**config.mk**
```make
export PLATFORM = sky130hd
export DESIGN_NAME = http_body_dechunker
export DESIGN_NICKNAME = d
export VERILOG_FILES = /design/src/rtl/core/hdc_pkg.sv /design/src/rtl/core/hdc_step.sv /design/src/rtl/core/http_body_dechunker.sv
export SDC_FILE = /design/constraint.sdc
export NUM_CORES = 1
export LEC_CHECK = 0
export BUFFER_PORTS_ARGS = -buffer_cell sky130_fd_sc_hd__buf_2
export CORE_MARGIN = 5
export CORE_UTILIZATION = 28
export DETAILED_ROUTE_END_ITERATION = 8
export HOLD_SLACK_MARGIN = 0.06
export SETUP_SLACK_MARGIN = 0.05
export SYNTH_ARGS = -nofsm -noshare
export SYNTH_HDL_FRONTEND = slang
export SYNTH_SLANG_ARGS = --single-unit
```
**constraint.sdc**
```tcl
create_clock -name i_clk -period 5 [get_ports i_clk]
set_clock_uncertainty 0.15 [all_clocks]
set_input_delay 0.75 -clock i_clk [delete_from_list [all_inputs] [get_ports i_clk]]
set_output_delay 0.75 -clock i_clk [all_outputs]
set_load 0.05 [all_outputs]
```
**src/rtl/core/hdc_pkg.sv**
```systemverilog
// Shared types, codes and helpers for the HTTP body dechunker.
package hdc_pkg;

    localparam int unsigned OCTET_W = 8;
    localparam int unsigned CLEN_W  = 48;
    localparam int unsigned MODE_W  = 2;
    localparam int unsigned HEX_W   = 5;

    localparam logic ACT_START = 1'b0;
    localparam logic ACT_BYTE  = 1'b1;

    localparam logic [MODE_W-1:0] MODE_LENGTH  = 2'd0;
    localparam logic [MODE_W-1:0] MODE_CHUNKED = 2'd1;

    localparam logic [OCTET_W-1:0] CH_LF    = 8'h0A;
    localparam logic [OCTET_W-1:0] CH_CR    = 8'h0D;
    localparam logic [OCTET_W-1:0] CH_SPACE = 8'h20;
    localparam logic [OCTET_W-1:0] CH_TAB   = 8'h09;

    localparam logic [HEX_W-1:0] HEX_BASE          = 5'd16;
    localparam logic [HEX_W-1:0] HEX_LETTER_OFFSET = 5'd10;

    typedef enum logic [1:0] {
        ST_OK         = 2'd0,
        ST_OVERFLOW   = 2'd1,
        ST_AFTER_DONE = 2'd2
    } t_status;

    typedef enum logic [7:0] {
        PH_DONE     = 8'b0000_0001,
        PH_LENGTH   = 8'b0000_0010,
        PH_CLOSE    = 8'b0000_0100,
        PH_SIZE     = 8'b0000_1000,
        PH_EXT      = 8'b0001_0000,
        PH_DATA     = 8'b0010_0000,
        PH_ENDCHUNK = 8'b0100_0000,
        PH_TRAILER  = 8'b1000_0000
    } t_phase;

    typedef struct packed {
        logic                payload_valid;
        logic [OCTET_W-1:0]  payload_byte;
        logic                body_done;
        t_status             status;
    } t_result;

    // 0..15 for a hex digit, HEX_BASE otherwise
    function automatic logic [HEX_W-1:0] hex_value(input logic [OCTET_W-1:0] c);
        logic [HEX_W-1:0] v;
        v = HEX_BASE;
        if (c >= 8'h30 && c <= 8'h39) begin
            v = HEX_W'(c - 8'h30);
        end else if (c >= 8'h41 && c <= 8'h46) begin
            v = HEX_W'(c - 8'h41) + HEX_LETTER_OFFSET;
        end else if (c >= 8'h61 && c <= 8'h66) begin
            v = HEX_W'(c - 8'h61) + HEX_LETTER_OFFSET;
        end
        return v;
    endfunction

endpackage

```
**src/rtl/core/hdc_step.sv**
```systemverilog
// Next-state and result logic for one beat of the body dechunker.
module hdc_step #(
    parameter int unsigned LENGTH_BITS = 48
) (
    input  logic                          i_action,
    input  logic [hdc_pkg::OCTET_W-1:0]   i_octet,
    input  logic [hdc_pkg::MODE_W-1:0]    i_body_mode,
    input  logic [hdc_pkg::CLEN_W-1:0]    i_content_length,
    input  hdc_pkg::t_phase               i_phase,
    input  logic [LENGTH_BITS-1:0]        i_left,
    input  logic                          i_line,
    output hdc_pkg::t_phase               o_phase,
    output logic [LENGTH_BITS-1:0]        o_left,
    output logic                          o_line,
    output hdc_pkg::t_result              o_result
);
    import hdc_pkg::*;

    logic [LENGTH_BITS-1:0] w_len;
    logic [LENGTH_BITS-1:0] w_dec;
    logic [HEX_W-1:0]       w_digit;
    logic                   w_valid;
    t_status                w_status;
    t_phase                 w_phase;

    assign w_len     = LENGTH_BITS'(i_content_length);
    assign w_dec     = i_left - LENGTH_BITS'(1);
    assign w_digit   = hex_value(i_octet);

    always_comb begin
        w_phase  = i_phase;
        o_left   = i_left;
        o_line   = i_line;
        w_valid  = 1'b0;
        w_status = ST_OK;
        if (i_action == ACT_START) begin
            o_line = 1'b0;
            if (i_body_mode == MODE_LENGTH) begin
                o_left  = w_len;
                w_phase = (w_len == '0) ? PH_DONE : PH_LENGTH;
            end else if (i_body_mode == MODE_CHUNKED) begin
                o_left  = '0;
                w_phase = PH_SIZE;
            end else begin
                o_left  = '0;
                w_phase = PH_CLOSE;
            end
        end else begin
            unique case (i_phase)
                PH_DONE: begin
                    w_status = ST_AFTER_DONE;
                end
                PH_LENGTH: begin
                    w_valid = 1'b1;
                    o_left  = w_dec;
                    if (w_dec == '0) w_phase = PH_DONE;
                end
                PH_CLOSE: begin
                    w_valid = 1'b1;
                end
                PH_SIZE: begin
                    if (w_digit < HEX_BASE) begin
                        // saturate when the next digit would shift out set bits
                        if (i_left[LENGTH_BITS-1 -: 4] != 4'd0) begin
                            o_left   = '1;
                            w_status = ST_OVERFLOW;
                        end else begin
                            o_left = {i_left[LENGTH_BITS-5:0], w_digit[3:0]};
                        end
                    end else if (!(i_left == '0 &&
                                   (i_octet == CH_SPACE || i_octet == CH_TAB))) begin
                        // a terminating byte other than LF is the first byte of the extension line
                        w_phase = PH_EXT;
                        if (i_octet == CH_LF) begin
                            if (i_left == '0) begin
                                o_line  = 1'b0;
                                w_phase = PH_TRAILER;
                            end else begin
                                w_phase = PH_DATA;
                            end
                        end
                    end
                end
                PH_EXT: begin
                    if (i_octet == CH_LF) begin
                        if (i_left == '0) begin
                            o_line  = 1'b0;
                            w_phase = PH_TRAILER;
                        end else begin
                            w_phase = PH_DATA;
                        end
                    end
                end
                PH_DATA: begin
                    w_valid = 1'b1;
                    o_left  = w_dec;
                    if (w_dec == '0) w_phase = PH_ENDCHUNK;
                end
                PH_ENDCHUNK: begin
                    if (i_octet == CH_LF) begin
                        o_left  = '0;
                        w_phase = PH_SIZE;
                    end
                end
                PH_TRAILER: begin
                    if (i_octet == CH_LF) begin
                        if (!i_line) w_phase = PH_DONE;
                        o_line = 1'b0;
                    end else if (i_octet != CH_CR) begin
                        o_line = 1'b1;
                    end
                end
                default: begin
                    w_phase = PH_DONE;
                end
            endcase
        end
    end

    assign o_phase                = w_phase;
    assign o_result.payload_valid = w_valid;
    assign o_result.payload_byte  = w_valid ? i_octet : '0;
    assign o_result.body_done     = (w_phase == PH_DONE);
    assign o_result.status        = w_status;

endmodule

```
**src/rtl/core/http_body_dechunker.sv**
```systemverilog
// HTTP message body extractor: length, chunked and until-close body modes.
// Each accepted input beat yields its result beat from a register in the next cycle.
// Throughput: one beat per cycle; set by the single result register, which
// accepts a new beat whenever it is empty or its beat is taken in the same cycle.
// Reset (synchronous, active low): phase goes to done, byte count and line flag
// clear, no result pending.
module http_body_dechunker #(
    parameter int unsigned LENGTH_BITS = 48
) (
    input  logic                          i_clk,
    input  logic                          i_rst_n,
    input  logic                          i_valid,
    output logic                          o_ready,
    input  logic                          i_action,
    input  logic [hdc_pkg::OCTET_W-1:0]   i_octet,
    input  logic [hdc_pkg::MODE_W-1:0]    i_body_mode,
    input  logic [hdc_pkg::CLEN_W-1:0]    i_content_length,
    output logic                          o_valid,
    input  logic                          i_ready,
    output logic                          o_payload_valid,
    output logic [hdc_pkg::OCTET_W-1:0]   o_payload_byte,
    output logic                          o_body_done,
    output logic [1:0]                    o_status
);
    import hdc_pkg::*;

    t_phase                 r_phase;
    t_phase                 n_phase;
    logic [LENGTH_BITS-1:0] r_left;
    logic [LENGTH_BITS-1:0] n_left;
    logic                   r_line;
    logic                   n_line;
    logic                   r_out_valid;
    t_result                r_result;
    t_result                n_result;
    logic                   w_accept;

    assign o_ready  = !r_out_valid || i_ready;
    assign w_accept = i_valid && o_ready;

    hdc_step #(
        .LENGTH_BITS(LENGTH_BITS)
    ) u_step (
        .i_action         (i_action),
        .i_octet          (i_octet),
        .i_body_mode      (i_body_mode),
        .i_content_length (i_content_length),
        .i_phase          (r_phase),
        .i_left           (r_left),
        .i_line           (r_line),
        .o_phase          (n_phase),
        .o_left           (n_left),
        .o_line           (n_line),
        .o_result         (n_result)
    );

    always_ff @(posedge i_clk) begin
        if (!i_rst_n) begin
            r_phase     <= PH_DONE;
            r_left      <= '0;
            r_line      <= 1'b0;
            r_out_valid <= 1'b0;
        end else begin
            if (w_accept) begin
                r_phase     <= n_phase;
                r_left      <= n_left;
                r_line      <= n_line;
                r_out_valid <= 1'b1;
            end else if (i_ready) begin
                r_out_valid <= 1'b0;
            end
        end
    end

    // payload holds while a beat waits downstream
    always_ff @(posedge i_clk) begin
        if (w_accept) r_result <= n_result;
    end

    assign o_valid         = r_out_valid;
    assign o_payload_valid = r_result.payload_valid;
    assign o_payload_byte  = r_result.payload_byte;
    assign o_body_done     = r_result.body_done;
    assign o_status        = r_result.status;

    // done flag of the pending beat tracks the live phase
    a_done_matches_phase: assert property (@(posedge i_clk) disable iff (!i_rst_n)
        o_valid |-> (o_body_done == (r_phase == PH_DONE)))
        else $error("body_done disagrees with phase");

    // a payload byte never carries an error status
    a_payload_ok: assert property (@(posedge i_clk) disable iff (!i_rst_n)
        (o_valid && o_payload_valid) |-> (o_status == ST_OK))
        else $error("payload beat with nonzero status");

    // a byte that arrives once the body is complete is flagged
    a_after_done: assert property (@(posedge i_clk) disable iff (!i_rst_n)
        (w_accept && i_action == ACT_BYTE && r_phase == PH_DONE)
        |=> (o_valid && o_status == ST_AFTER_DONE && !o_payload_valid))
        else $error("byte after done not flagged");

endmodule
```
==> results.cfg <==
[power]
cellPowerDensity_nw_per_um2 = 305
switchingPower_uw = 684
max-vdd-ir-drop_uv = 178
combinational_power_share_pct = 28.4
share_of_power_burned_in_the_clock_network_pct = 38.0
internal-power_uw = 1320
share_seq_of_total_power_pct = 33.6
total_leakage_power_uw = 0.00225
swShare_pct = 34.2

[setup_path]
crit_path_start_kind = flip-flop
setup_crit_path_kind = reg -> reg
rr_startpoint = r_left[2]
critical_path.max_fanout = 13
cp_data_arrival_time_ps = 3860
rr_endpoint = r_phase[0]
number_of_cells_traversed_by_the_worst_register_to_register_path = 8
setup.reg_to_reg.worst_slack_ps = 1220
worst_ep_required_time_ps = 5080
critPathCaptureType = flip-flop

[sta]
fmax_mhz = 265
layout_worst_path_cycle_share_pct = 75.6
max-slew-margin-rel_pct = 23.6
final_hold_viol_count = 0
transition_time_at_the_pin_with_the_least_slew_margin_ps = 1140
min_tclk_post_route_ps = 3780
rsz0062_at_grt = no
worst_slack_ps = 1220
setup_total_negative_slack_ps = 0
setup_violation_total_in_the_final_timing_report = 0
drv_slew = 0

[outcome]
outcome = complete, no violations

[floorplan]
initial_util_pct = 28.3
boundary_pin_count = 77
placement_rows = 52
die_w_microns = 153
design.die.area_sq_um = 23300
core_area_sq_um = 20100
chipHeight_microns = 153

[clock_tree]
ctsRootBufferMaster = sky130_fd_sc_hd__clkbuf_16
buffers_inserted_by_post_cts_timing_repair = 0
cts.sink_count = 70
cts.path.max_buffers = 2
cts_tree = yes
cts_made_buffers = 9
post_cts_resize_count = 0
ctsHtreeMaxLevel = 3
hold_buffers = 0
path_clk_slew_ps = 60
clock_latency_reported_for_the_late_side_of_the_worst_skew_pair_ps = 350

[global_routing]
grt_pass1_vias = 5592
grt.met3_usage_pct = 3.78
grt_start_max_net_pins = 97
global_route_wire_length_before_repair_mm = 32.0
most_heavily_used_metal_layer_in_global_routing = met2
antenna_violations_before_repair = 0
grt_util_met1_pct = 24.2
grt_util_met2_pct = 25.6
grt_remaining_overflow = 0
overall_routing_resource_usage_pct = 16.8

[yosys]
area_of_the_mapped_netlist_sq_um = 5690
syn-instance-count = 753
synth_largest_area_cell = sky130_fd_sc_hd__dfxtp_1
synth_top_cells_by_area = sky130_fd_sc_hd__dfxtp_1 20%, sky130_fd_sc_hd__edfxtp_1 6.3%, sky130_fd_sc_hd__a211oi_1 6.2%, sky130_fd_sc_hd__o21ai_0 5.3%, sky130_fd_sc_hd__nor2_1 5.2%
yosys_warnings = 0
synth_seq_area_share_pct = 26.8
post_synth.cell_area_avg_sq_um = 7.55
yosys.area.top_type_share_pct = 20.4
synth_edf_count = 12
fraction_of_synthesis_flops_using_an_asynchronous_set_or_reset_pin_pct = 0
synth.lib_cells_used.distinct = 71
postSynthNetCount = 822
synth_top_flop_cell = sky130_fd_sc_hd__dfxtp_1
ys_ff_latch = 70

[routing]
number_of_nets_with_antenna_violations_after_detailed_routing = 0
route.final.wire_length_mm = 20.1
drt_first_pass_iters = 7
drc = 0
via_count = 6107
detailedRoute.firstIterationViolations = 653
detail_route.vias_per_cell = 5.81
route.detailed.wl_per_inst_microns = 19.2

[placement]
placement.cell_area_sq_um = 6210
port_buffers = 76
pre_cts_ws_ps = 1250
numPlacedInstances = 1035
gp_routability_congestion = 0.897
dp.final_hpwl_mm = 14.5

[min_path]
hold-path-endpoint = o_valid
timing.hold.worst_path_depth = 2
hold_path_class = reg -> reg
min-delay-start = o_valid

[cells_and_area]
syn_to_final_growth_pct = 15.4
final_layout_size_suffix_gt1_share_pct = 15.6
stdcell_area_sq_um = 6560
post_layout_nonfiller_instances = 1051
layout.area.seq_sq_um = 1520
design.final.nets = 845
total_area_of_multi_input_combinational_cells_sq_um = 3870
antennaDiodeCount = 0
final.fill_count = 2163

[flow_run]
max_cap_viol_count = 0
logic make-up (layout without fill, tap and decap cells):
logic type	after synthesis	after routing	share of synthesized area [%]
compound gates	244	244	29.5
xor+xnor	42	42	6.47
fa+ha+maj	6	6	1.32
buf+inv	80	108	5.54
flops	70	70	26.8
mux	1	1	0.198
simple gates	310	310	30.3
worst max-delay path by stage:
stage / start / end / slack, ps / depth (start not counted)
floorplan: r_left[19] / r_phase[5] / 1760 / 10
global placement: r_left[2] / r_phase[0] / 1260 / 8
detailed placement: r_left[0] / r_phase[0] / 1250 / 8
CTS: r_left[0] / r_phase[0] / 1240 / 8
global route: r_left[0] / r_phase[0] / 990 / 8
finish: r_left[2] / r_phase[0] / 1220 / 8
per-stage QoR:
stage	hold slack [ps]	power [uW]	util [%]
after global routing	432	2100	32.6
final	369	2000	32.6
after detailed placement	368	1240	30.9
after floorplan	331	1090	-
after CTS	379	2010	32.6
after global placement	356	1250	30.9
worst max-delay path, stage by stage, from the launching register on:
cell and delay [ps]:
sky130_fd_sc_hd__dfxtp_1 400, sky130_fd_sc_hd__nor4_1 510, sky130_fd_sc_hd__nand2_1 410, sky130_fd_sc_hd__or3_1 680
sky130_fd_sc_hd__or4b_1 580, sky130_fd_sc_hd__and4_1 220, sky130_fd_sc_hd__and4_1 210, sky130_fd_sc_hd__a2111oi_1 390
sky130_fd_sc_hd__o21ai_1 110
power by group through the flow:
stage                     logic, uW  registers [uW]  clock network (uW)
after floorplan                 419             667                   0
after global placement          563             683                   0
after detailed placement        560             684                   0
after CTS                       564             672                 777
after global routing            626             679                 799
final                           569             674                 760
final cells by class:
class                   count  share of cell area [%]
repair buffers             83                    6.79
flip-flops and latches     70                    23.2
clock buffers               9                    3.43
clock inverters             7                    1.87
well taps                 270                    5.15
inverters                   9                   0.515
multi-input cells         603                    59.1
flip-flops by register name, summed over array words and instances (netlist names):
register and flops:
o_body_done 1, o_payload_byte 8, o_payload_valid 1, o_status 2, o_valid 1, r_left 48
r_line 1, r_phase 8
synthesized netlist by cell type, drive strengths merged, types with 8 or more instances:
cell type / instances
edfxtp: 12
dfxtp: 58
a21oi: 21
a22oi: 33
nand3: 18
xor2: 10
inv: 8
a32oi: 11
nor4: 40
o211ai: 31
nor2: 79
nor4b: 8
o21ai: 61
or3: 16
or4: 9
clkbuf: 66
a211oi: 47
xnor2: 32
nand2: 44
nand4: 13
nor3: 31
and2: 12
cell usage in the layout, fill, tap and decap left out, types with 4 or more instances in the layout:
master / count
sky130_fd_sc_hd__nor4_1: 38
sky130_fd_sc_hd__and4_1: 4
sky130_fd_sc_hd__or2_2: 5
sky130_fd_sc_hd__o21ai_0: 60
sky130_fd_sc_hd__and2_1: 12
sky130_fd_sc_hd__buf_4: 6
sky130_fd_sc_hd__nand2b_1: 6
sky130_fd_sc_hd__or3_1: 15
sky130_fd_sc_hd__o31ai_1: 5
sky130_fd_sc_hd__edfxtp_1: 12
sky130_fd_sc_hd__nand3_1: 18
sky130_fd_sc_hd__a22oi_1: 33
sky130_fd_sc_hd__clkbuf_16: 9
sky130_fd_sc_hd__a21oi_1: 20
sky130_fd_sc_hd__nand2_1: 44
sky130_fd_sc_hd__a32oi_1: 11
sky130_fd_sc_hd__inv_1: 8
sky130_fd_sc_hd__nor4b_1: 7
sky130_fd_sc_hd__dfxtp_1: 58
sky130_fd_sc_hd__o211ai_1: 31
sky130_fd_sc_hd__xnor2_1: 32
sky130_fd_sc_hd__a211oi_1: 47
sky130_fd_sc_hd__ha_1: 6
sky130_fd_sc_hd__nor2_1: 78
sky130_fd_sc_hd__a31oi_1: 4
sky130_fd_sc_hd__xor2_1: 10
sky130_fd_sc_hd__buf_2: 76
sky130_fd_sc_hd__or4_1: 7
sky130_fd_sc_hd__nand4_1: 13
sky130_fd_sc_hd__nor3_1: 28
sky130_fd_sc_hd__and4b_1: 6
layer usage:
layer	vias to the layer above	share of wire [%]
met3	23	6.7
met5	-	0
met1	2883	47
li1	2953	-
met2	248	45
met4	0	1.6
No activity file was read; power rests on OpenSTA's default activity.
